--- src/rtl/rxh_pkg.sv ---
package rxh_pkg;

  localparam int BYTE_W     = 8;
  localparam int HASH_OUT_W = 16;
  localparam int DEN_W      = 16;

  // Control into the remainder unit
  typedef struct packed {
    logic start;
  } div_ctrl_t;

  // Status back from the remainder unit
  typedef struct packed {
    logic busy;
    logic done;
  } div_stat_t;

endpackage

--- src/rtl/rxh_in_if.sv ---
interface rxh_in_if;
  logic                      valid;
  logic                      ready;
  logic [rxh_pkg::BYTE_W-1:0] data_byte;
  logic                      last_byte;
  logic                      no_byte;

  modport source (output valid, data_byte, last_byte, no_byte, input ready);
  modport sink (input valid, data_byte, last_byte, no_byte, output ready);
endinterface

--- src/rtl/rxh_out_if.sv ---
interface rxh_out_if;
  logic                          valid;
  logic                          ready;
  logic [rxh_pkg::HASH_OUT_W-1:0] hash_value;
  logic [rxh_pkg::DEN_W-1:0]      hash_mod;
  logic                          divide_error;

  modport source (output valid, hash_value, hash_mod, divide_error, input ready);
  modport sink (input valid, hash_value, hash_mod, divide_error, output ready);
endinterface

--- src/rtl/rxh_divider.sv ---
module rxh_divider #(
  parameter int DIVIDEND_BITS = 16
) (
  input  logic                       clk,
  input  logic                       rst_n,
  input  rxh_pkg::div_ctrl_t         ctrl,
  input  logic [DIVIDEND_BITS-1:0]   dividend,
  input  logic [rxh_pkg::DEN_W-1:0]  divisor,
  output rxh_pkg::div_stat_t         stat,
  output logic [rxh_pkg::DEN_W-1:0]  remainder
);

  localparam int CNT_W = $clog2(DIVIDEND_BITS + 1);

  logic [DIVIDEND_BITS-1:0]  quo_r, quo_nxt;
  logic [rxh_pkg::DEN_W-1:0] rem_r, rem_nxt;
  logic [rxh_pkg::DEN_W-1:0] den_r;
  logic [CNT_W-1:0]          cnt_r;
  logic                      busy_r;
  logic                      done_r;

  logic [rxh_pkg::DEN_W:0]   trial;
  logic [rxh_pkg::DEN_W:0]   diff;
  logic                      fits;

  // One restoring step: shift in the next dividend bit, subtract if it fits
  always_comb begin
    trial   = {rem_r, quo_r[DIVIDEND_BITS-1]};
    diff    = trial - {1'b0, den_r};
    fits    = (trial >= {1'b0, den_r});
    rem_nxt = fits ? diff[rxh_pkg::DEN_W-1:0] : trial[rxh_pkg::DEN_W-1:0];
    quo_nxt = {quo_r[DIVIDEND_BITS-2:0], 1'b0};
  end

  // Control: load on start, count steps, hold done until the next start
  always_ff @(posedge clk) begin
    if (!rst_n) begin
      busy_r <= 1'b0;
      done_r <= 1'b0;
      cnt_r  <= '0;
    end else if (ctrl.start) begin
      busy_r <= 1'b1;
      done_r <= 1'b0;
      cnt_r  <= CNT_W'(DIVIDEND_BITS);
    end else if (busy_r) begin
      cnt_r <= cnt_r - 1'b1;
      if (cnt_r == CNT_W'(1)) begin
        busy_r <= 1'b0;
        done_r <= 1'b1;
      end
    end
  end

  // Datapath
  always_ff @(posedge clk) begin
    if (ctrl.start) begin
      quo_r <= dividend;
      rem_r <= '0;
      den_r <= divisor;
    end else if (busy_r) begin
      quo_r <= quo_nxt;
      rem_r <= rem_nxt;
    end
  end

  assign stat.busy = busy_r;
  assign stat.done = done_r;
  assign remainder = rem_r;

endmodule

--- src/rtl/rotate_xor_string_hash_mod.sv ---
// Throughput: a byte beat that does not end a string takes one cycle; ready stays high.
// An end-of-string beat starts the bit-serial remainder unit, one dividend bit at a time,
// and ready stays low until the remainder is done and the result is loaded into the output
// register, which waits while the receiver still holds the previous result beat.
// Synchronous active-low reset clears hash and valid.
module rotate_xor_string_hash_mod #(
  parameter int HASH_BITS = 16
) (
  input  logic                          clk,
  input  logic                          rst_n,
  rxh_in_if.sink                        in_ch,
  rxh_out_if.source                     out_ch,
  input  logic                          cfg_wr_en,
  input  logic [rxh_pkg::DEN_W-1:0]     cfg_wr_data
);

  typedef enum logic [0:0] {
    ST_IDLE,
    ST_DIV
  } state_t;

  state_t                         state_r;
  logic [HASH_BITS-1:0]           hash_r;
  logic [rxh_pkg::DEN_W-1:0]      den_r;
  logic [rxh_pkg::HASH_OUT_W-1:0] fin_low_r;
  logic                           den_zero_r;

  logic                           out_valid_r;
  logic [rxh_pkg::HASH_OUT_W-1:0] hash_value_r;
  logic [rxh_pkg::DEN_W-1:0]      hash_mod_r;
  logic                           divide_error_r;

  logic                           in_beat;
  logic                           slot_free;
  logic                           load_out;
  logic [HASH_BITS-1:0]           hash_rot;
  logic [HASH_BITS-1:0]           hash_nxt;

  rxh_pkg::div_ctrl_t             div_ctrl;
  rxh_pkg::div_stat_t             div_stat;
  logic [rxh_pkg::DEN_W-1:0]      div_rem;

  // Rotate left by one and fold in the byte, unless the beat carries none
  always_comb begin
    hash_rot = {hash_r[HASH_BITS-2:0], hash_r[HASH_BITS-1]}
               ^ HASH_BITS'(in_ch.data_byte);
    hash_nxt = in_ch.no_byte ? hash_r : hash_rot;
  end

  assign in_ch.ready   = (state_r == ST_IDLE);
  assign in_beat       = in_ch.valid && in_ch.ready;
  assign slot_free     = !out_valid_r || out_ch.ready;
  assign load_out      = (state_r == ST_DIV) && div_stat.done && slot_free;
  assign div_ctrl.start = in_beat && in_ch.last_byte;

  rxh_divider #(
    .DIVIDEND_BITS (HASH_BITS)
  ) u_div (
    .clk       (clk),
    .rst_n     (rst_n),
    .ctrl      (div_ctrl),
    .dividend  (hash_nxt),
    .divisor   (den_r),
    .stat      (div_stat),
    .remainder (div_rem)
  );

  // Denominator register
  always_ff @(posedge clk) begin
    if (!rst_n) begin
      den_r <= rxh_pkg::DEN_W'(1);
    end else if (cfg_wr_en) begin
      den_r <= cfg_wr_data;
    end
  end

  // Sequencer, running hash and output register
  always_ff @(posedge clk) begin
    if (!rst_n) begin
      state_r     <= ST_IDLE;
      hash_r      <= '0;
      out_valid_r <= 1'b0;
    end else begin
      case (state_r)
        ST_IDLE: begin
          if (in_beat) begin
            if (in_ch.last_byte) begin
              hash_r  <= '0;
              state_r <= ST_DIV;
            end else begin
              hash_r <= hash_nxt;
            end
          end
        end
        ST_DIV: begin
          if (load_out) begin
            state_r <= ST_IDLE;
          end
        end
        default: begin
          state_r <= ST_IDLE;
        end
      endcase

      // Drop a taken result, replace it when the remainder is ready
      if (load_out) begin
        out_valid_r <= 1'b1;
      end else if (out_ch.ready) begin
        out_valid_r <= 1'b0;
      end
    end
  end

  // Payload: snapshot the finished hash, then the result fields
  always_ff @(posedge clk) begin
    if (div_ctrl.start) begin
      fin_low_r  <= rxh_pkg::HASH_OUT_W'(hash_nxt);
      den_zero_r <= (den_r == '0);
    end
    if (load_out) begin
      hash_value_r   <= fin_low_r;
      hash_mod_r     <= den_zero_r ? '0 : div_rem;
      divide_error_r <= den_zero_r;
    end
  end

  assign out_ch.valid        = out_valid_r;
  assign out_ch.hash_value   = hash_value_r;
  assign out_ch.hash_mod     = hash_mod_r;
  assign out_ch.divide_error = divide_error_r;

`ifndef SYNTH
  // While waiting on the remainder, the unit must be running or finished
  a_div_alive: assert property (@(posedge clk) disable iff (!rst_n)
    (state_r == ST_DIV) |-> (div_stat.busy || div_stat.done))
    else $error("remainder unit idle while sequencer waits");

  // A zero denominator result carries a zero modulo
  a_zero_den: assert property (@(posedge clk) disable iff (!rst_n)
    (out_valid_r && divide_error_r) |-> (hash_mod_r == '0))
    else $error("divide error with nonzero modulo");

  // The running hash clears after an end-of-string beat
  a_hash_clear: assert property (@(posedge clk) disable iff (!rst_n)
    (in_beat && in_ch.last_byte) |=> (hash_r == '0))
    else $error("running hash not cleared at end of string");
`endif

endmodule

--- src/flat_wrapper.sv ---
// flat-port wrapper written by rule: the top's interface ports become plain ports
module rotate_xor_string_hash_mod_flat 
#(
  parameter int HASH_BITS = 16
)
  (clk, rst_n, cfg_wr_en, cfg_wr_data, in_ch_valid, in_ch_data_byte, in_ch_last_byte, in_ch_no_byte, in_ch_ready, out_ch_valid, out_ch_hash_value, out_ch_hash_mod, out_ch_divide_error, out_ch_ready);
  rxh_in_if in_ch_i ();
  rxh_out_if out_ch_i ();
  input  logic clk;
  input  logic rst_n;
  input  logic cfg_wr_en;
  input  logic [rxh_pkg::DEN_W-1:0] cfg_wr_data;
  input wire logic [$bits(in_ch_i.valid)-1:0] in_ch_valid;
  input wire logic [$bits(in_ch_i.data_byte)-1:0] in_ch_data_byte;
  input wire logic [$bits(in_ch_i.last_byte)-1:0] in_ch_last_byte;
  input wire logic [$bits(in_ch_i.no_byte)-1:0] in_ch_no_byte;
  output wire logic [$bits(in_ch_i.ready)-1:0] in_ch_ready;
  output wire logic [$bits(out_ch_i.valid)-1:0] out_ch_valid;
  output wire logic [$bits(out_ch_i.hash_value)-1:0] out_ch_hash_value;
  output wire logic [$bits(out_ch_i.hash_mod)-1:0] out_ch_hash_mod;
  output wire logic [$bits(out_ch_i.divide_error)-1:0] out_ch_divide_error;
  input wire logic [$bits(out_ch_i.ready)-1:0] out_ch_ready;
  assign in_ch_i.valid = in_ch_valid;
  assign in_ch_i.data_byte = in_ch_data_byte;
  assign in_ch_i.last_byte = in_ch_last_byte;
  assign in_ch_i.no_byte = in_ch_no_byte;
  assign in_ch_ready = in_ch_i.ready;
  assign out_ch_valid = out_ch_i.valid;
  assign out_ch_hash_value = out_ch_i.hash_value;
  assign out_ch_hash_mod = out_ch_i.hash_mod;
  assign out_ch_divide_error = out_ch_i.divide_error;
  assign out_ch_i.ready = out_ch_ready;
  rotate_xor_string_hash_mod #(.HASH_BITS(HASH_BITS)) u_core (.clk(clk), .rst_n(rst_n), .in_ch(in_ch_i), .out_ch(out_ch_i), .cfg_wr_en(cfg_wr_en), .cfg_wr_data(cfg_wr_data));
endmodule
--- config.mk ---
export PLATFORM = sky130hd
export DESIGN_NAME = rotate_xor_string_hash_mod_flat
export DESIGN_NICKNAME = d
export VERILOG_FILES = /design/src/rtl/rxh_pkg.sv /design/src/rtl/rxh_in_if.sv /design/src/rtl/rxh_out_if.sv /design/src/rtl/rxh_divider.sv /design/src/rtl/rotate_xor_string_hash_mod.sv /design/src/flat_wrapper.sv
export SDC_FILE = /design/constraint.sdc
export NUM_CORES = 1
export LEC_CHECK = 0
export BUFFER_PORTS_ARGS = -buffer_cell sky130_fd_sc_hd__buf_4
export CAP_MARGIN = 30
export CORE_MARGIN = 2
export CORE_UTILIZATION = 55
export DETAILED_ROUTE_END_ITERATION = 6
export MAX_ROUTING_LAYER = met4
export PLACE_DENSITY = 0.73
export SETUP_SLACK_MARGIN = 0.5
export SYNTH_ARGS = -nofsm -noshare
export SYNTH_HDL_FRONTEND = slang
export SYNTH_SLANG_ARGS = --single-unit
export TNS_END_PERCENT = 5
--- constraint.sdc ---
create_clock -name clk -period 6.32 [get_ports clk]
set_input_delay 1.896 -clock clk [delete_from_list [all_inputs] [get_ports clk]]
set_output_delay 1.896 -clock clk [all_outputs]
set_load 0.02 [all_outputs]
==> results.json <==
{
  "ys_seq_elements": 139,
  "root_buffer": "clkbuf_8",
  "grt_max_degree": 51,
  "tightest_slew_ns": 1.07,
  "fmax_ghz": 0.333,
  "finish.utilization_pct": 67.5,
  "crit_required_ns": 4.42,
  "vias": 4159,
  "cts_tree": "built",
  "crit_start": "u_core.state_r$_SDFF_PN0_",
  "setup_viol": 0,
  "num_antenna_cells": 0,
  "synth.yosys.warnings": 0,
  "p_switching_uw": 741,
  "hp-class": "reg -> reg",
  "clkLatencyLatePin_ns": 0.51,
  "critical_path_buf_inv_count": 2,
  "totalNegativeSetupSlack_ns": 0,
  "dieHeight_um": 109,
  "syn_area_per_cell_um2": 11.3,
  "area_growth_pct": 19.5,
  "synth_top_area_share_pct": 40.3,
  "synth_edf_count": 82,
  "syn_nets": 593,
  "hold_viol_final": 0,
  "antenna_left": 0,
  "maxSlewViolCount": 0,
  "holdPathStages": 0,
  "fp.dieW_um": 109,
  "routedWlPerCell_um": 15.5,
  "grt_pass1_vias": 3994,
  "clk_pin_slew_ns": 0.06,
  "met2_usage_pct": 31.1,
  "clock_power_share_pct": 38.4,
  "crit_arrival_ns": 1.10,
  "vdd_ir_drop_max_uv": 168,
  "r2r_setup_slack_ns": 3.83,
  "drtPass1Iterations": 6,
  "globalRouteMet3Util_pct": 5.81,
  "initial_core_util_pct": 56.4,
  "seq_area_frac_synth_pct": 58.9,
  "cp_max_fo": 4,
  "switching_share_pct": 27.6,
  "cts_max_level": 4,
  "ys.flop_type": "edfxtp_1",
  "ctsResizeCount": 0,
  "syn_inst": 543,
  "routabilityCongestion": 0.926,
  "dpl_cell_area_um2": 6690,
  "route.detailed.drc": 0,
  "clock_sinks": 139,
  "drt_iter0_drc": 273,
  "hold_buffers": 0,
  "synth_area_um2": 6120,
  "totalWireLength_um": 11700,
  "cpPeakStageDelay_ns": 0.34,
  "outcome": "finished clean",
  "cts_buffers": 17,
  "dp_hpwl_um": 7870,
  "min-delay-start": "u_core.fin_low_r[10]$_DFFE_PP_",
  "pwr-share-seq_pct": 41.0,
  "yosysTopAreaCell": "edfxtp_1",
  "die-area_um2": 12000,
  "maxCapViolCount": 0,
  "grt_antenna_before_repair": 0,
  "viasPerCell": 5.48,
  "rows": 38,
  "path_cells": "inv_1, buf_4",
  "finClkSkew_ns": 0.00506,
  "period_share_pct": 47.5,
  "fin_nets": 656,
  "final_cells": 759,
  "port_buffers": 65,
  "p_int_uw": 1950,
  "start_kind": "register",
  "grt_overflow": 0,
  "final_layout_size_suffix_gt1_share_pct": 18.3,
  "p_per_area_nw_per_um2": 368,
  "cpMaxStageDelayCell": "dfxtp_1",
  "placed_cells": 727,
  "critPathKind": "reg -> out",
  "core_area_um2": 10800,
  "regToRegEndpoint": "u_core.u_div.remainder[9]$_SDFFE_PP0P_",
  "io_pins": 66,
  "worstSetupEndpointType": "primary output",
  "holdPathEnd": "u_core.out_ch.hash_value[10]$_DFFE_PP_",
  "slew_headroom_pct": 28.7,
  "rsz0062_at_grt": "no",
  "cts_setup_buffers": 0,
  "gr-max-usage-layer": "met2",
  "postLayoutCellArea_um2": 7310,
  "grt_pass1_wl_um": 19300,
  "layout_min_cycle_time_ns": 3.00,
  "power_uw": 2690,
  "globalRouteMet1Util_pct": 29.1,
  "power_frac_comb_pct": 20.6,
  "ys_types": 54,
  "cts.path.max_buffers": 2,
  "ff2ff_path_depth": 9,
  "async_flop_share_pct": 0,
  "crit_family": "flip-flops",
  "grt_util_all_layers_pct": 21.6,
  "timing.rr.start": "u_core.u_div.den_r[8]$_DFFE_PP_",
  "leakage_uw": 0.00288,
  "synth_area_leaders": "edfxtp_1 (40%), dfxtp_1 (19%), nand2_1 (5.3%)"
}
-- metal layers --
layer	part of all wire, %	vias up
met5	0	-
met4	0.98	0
met1	47	1967
met3	5.9	14
met2	46	117
li1	-	2061
-- layout by cell type (no fill, tap or decap), types with 16 or more instances in the layout --
master | synthesis | final
nand2_1 | 87 | 87
nor2b_1 | 49 | 48
o21ai_0 | 30 | 30
ha_1 | 18 | 18
buf_4 | 0 | 69
dfxtp_1 | 57 | 57
a22oi_1 | 16 | 16
xnor2_1 | 17 | 17
clkbuf_16 | 0 | 16
inv_1 | 24 | 24
edfxtp_1 | 82 | 82
mux2i_1 | 17 | 17
a21oi_1 | 16 | 16
-- worst register-to-register path, stage by stage (launching register included) --
cell and delay, ns:
edfxtp_1 0.33, inv_1 0.04, ha_1 0.39, a211oi_2 0.30, o21bai_1 0.13, o31ai_2 0.23, o21a_1 0.19, nand2_1 0.31
o311ai_0 0.24, a31oi_1 0.15
-- cells by family (layout without fill, tap and decap cells) --
kind of cell	Yosys count	count (layout)	synth area share, %
buf+inv	50	126	3.54
flops	139	139	58.9
compound gates	106	106	11.3
fa+ha+maj	19	19	4.01
simple gates	181	181	14.7
xor+xnor	23	23	3.29
mux	25	25	4.25
-- layout make-up --
| cell class | count | area, um2 |
|---|---|---|
| clock inverters | 12 | 196 |
| repair buffers | 69 | 518 |
| flip-flops and latches | 139 | 3600 |
| multi-input cells | 354 | 2300 |
| clock buffers | 20 | 425 |
| well taps | 140 | 175 |
| fillers | 827 | 3530 |
| inverters | 25 | 93.8 |
-- cells in the mapped netlist (all sizes together), types with 4 or more instances --
library cell and instances:
inv 24, xor2 6, xnor2 17, nand4 4, a22oi 16, nand2b 5, clkbuf 20, nand3 9
a31oi 11, edfxtp 82, o21ai 31, nor2 8, nor4 5, mux2i 17, buf 5, nand2 87
dfxtp 57, nor2b 49, ha 18, mux2 8, a21oi 17
-- through the flow --
| stage | setup WS, ns | hold slack [ns] |
|---|---|---|
| 2_1_floorplan | 2.35 | 0.400 |
| 3_3_place_gp | 2.97 | 0.401 |
| 3_5_place_dp | 2.93 | 0.406 |
| 4_1_cts | 3.30 | 0.419 |
| 5_1_grt | 3.28 | 0.420 |
| 6_report | 3.32 | 0.420 |
-- power groups by stage --
stage,Sequential [uW],Clock [uW],Combinational [uW]
after floorplan,1090,0,473
after global placement,1120,0,528
after detailed placement,1120,0,547
after CTS,1100,1050,550
after global routing,1110,1090,625
final,1100,1030,553
-- how the worst max path moves through the flow --
stage | endpoint | slack, ns | cells past startpoint
after floorplan | u_core.out_ch.divide_error$_DFFE_PP_ | 2.35 | 2
after global placement | u_core.u_div.quo_r[0]$_SDFFCE_PN0P_ | 2.97 | 6
after detailed placement | u_core.u_div.quo_r[4]$_DFFE_PP_ | 2.93 | 4
after CTS | out_ch_hash_value[1] | 3.30 | 1
after global routing | in_ch_ready | 3.28 | 2
final | in_ch_ready | 3.32 | 2
-- flip-flops by register name, summed over array words and instances (netlist names) --
name                        flops
u_core.u_div.remainder         16
u_core.den_r                   16
u_core.u_div.cnt_r              5
u_core.out_ch.hash_value       16
u_core.u_div.den_r             16
u_core.state_r                  1
u_core.den_zero_r               1
u_core.u_div.busy_r             1
u_core.hash_r                  16
u_core.u_div.quo_r             16
u_core.fin_low_r               16
u_core.u_div.done_r             1
u_core.out_ch.valid             1
u_core.out_ch.divide_error      1
u_core.out_ch.hash_mod         16
Power figures use the tool's default switching activity.
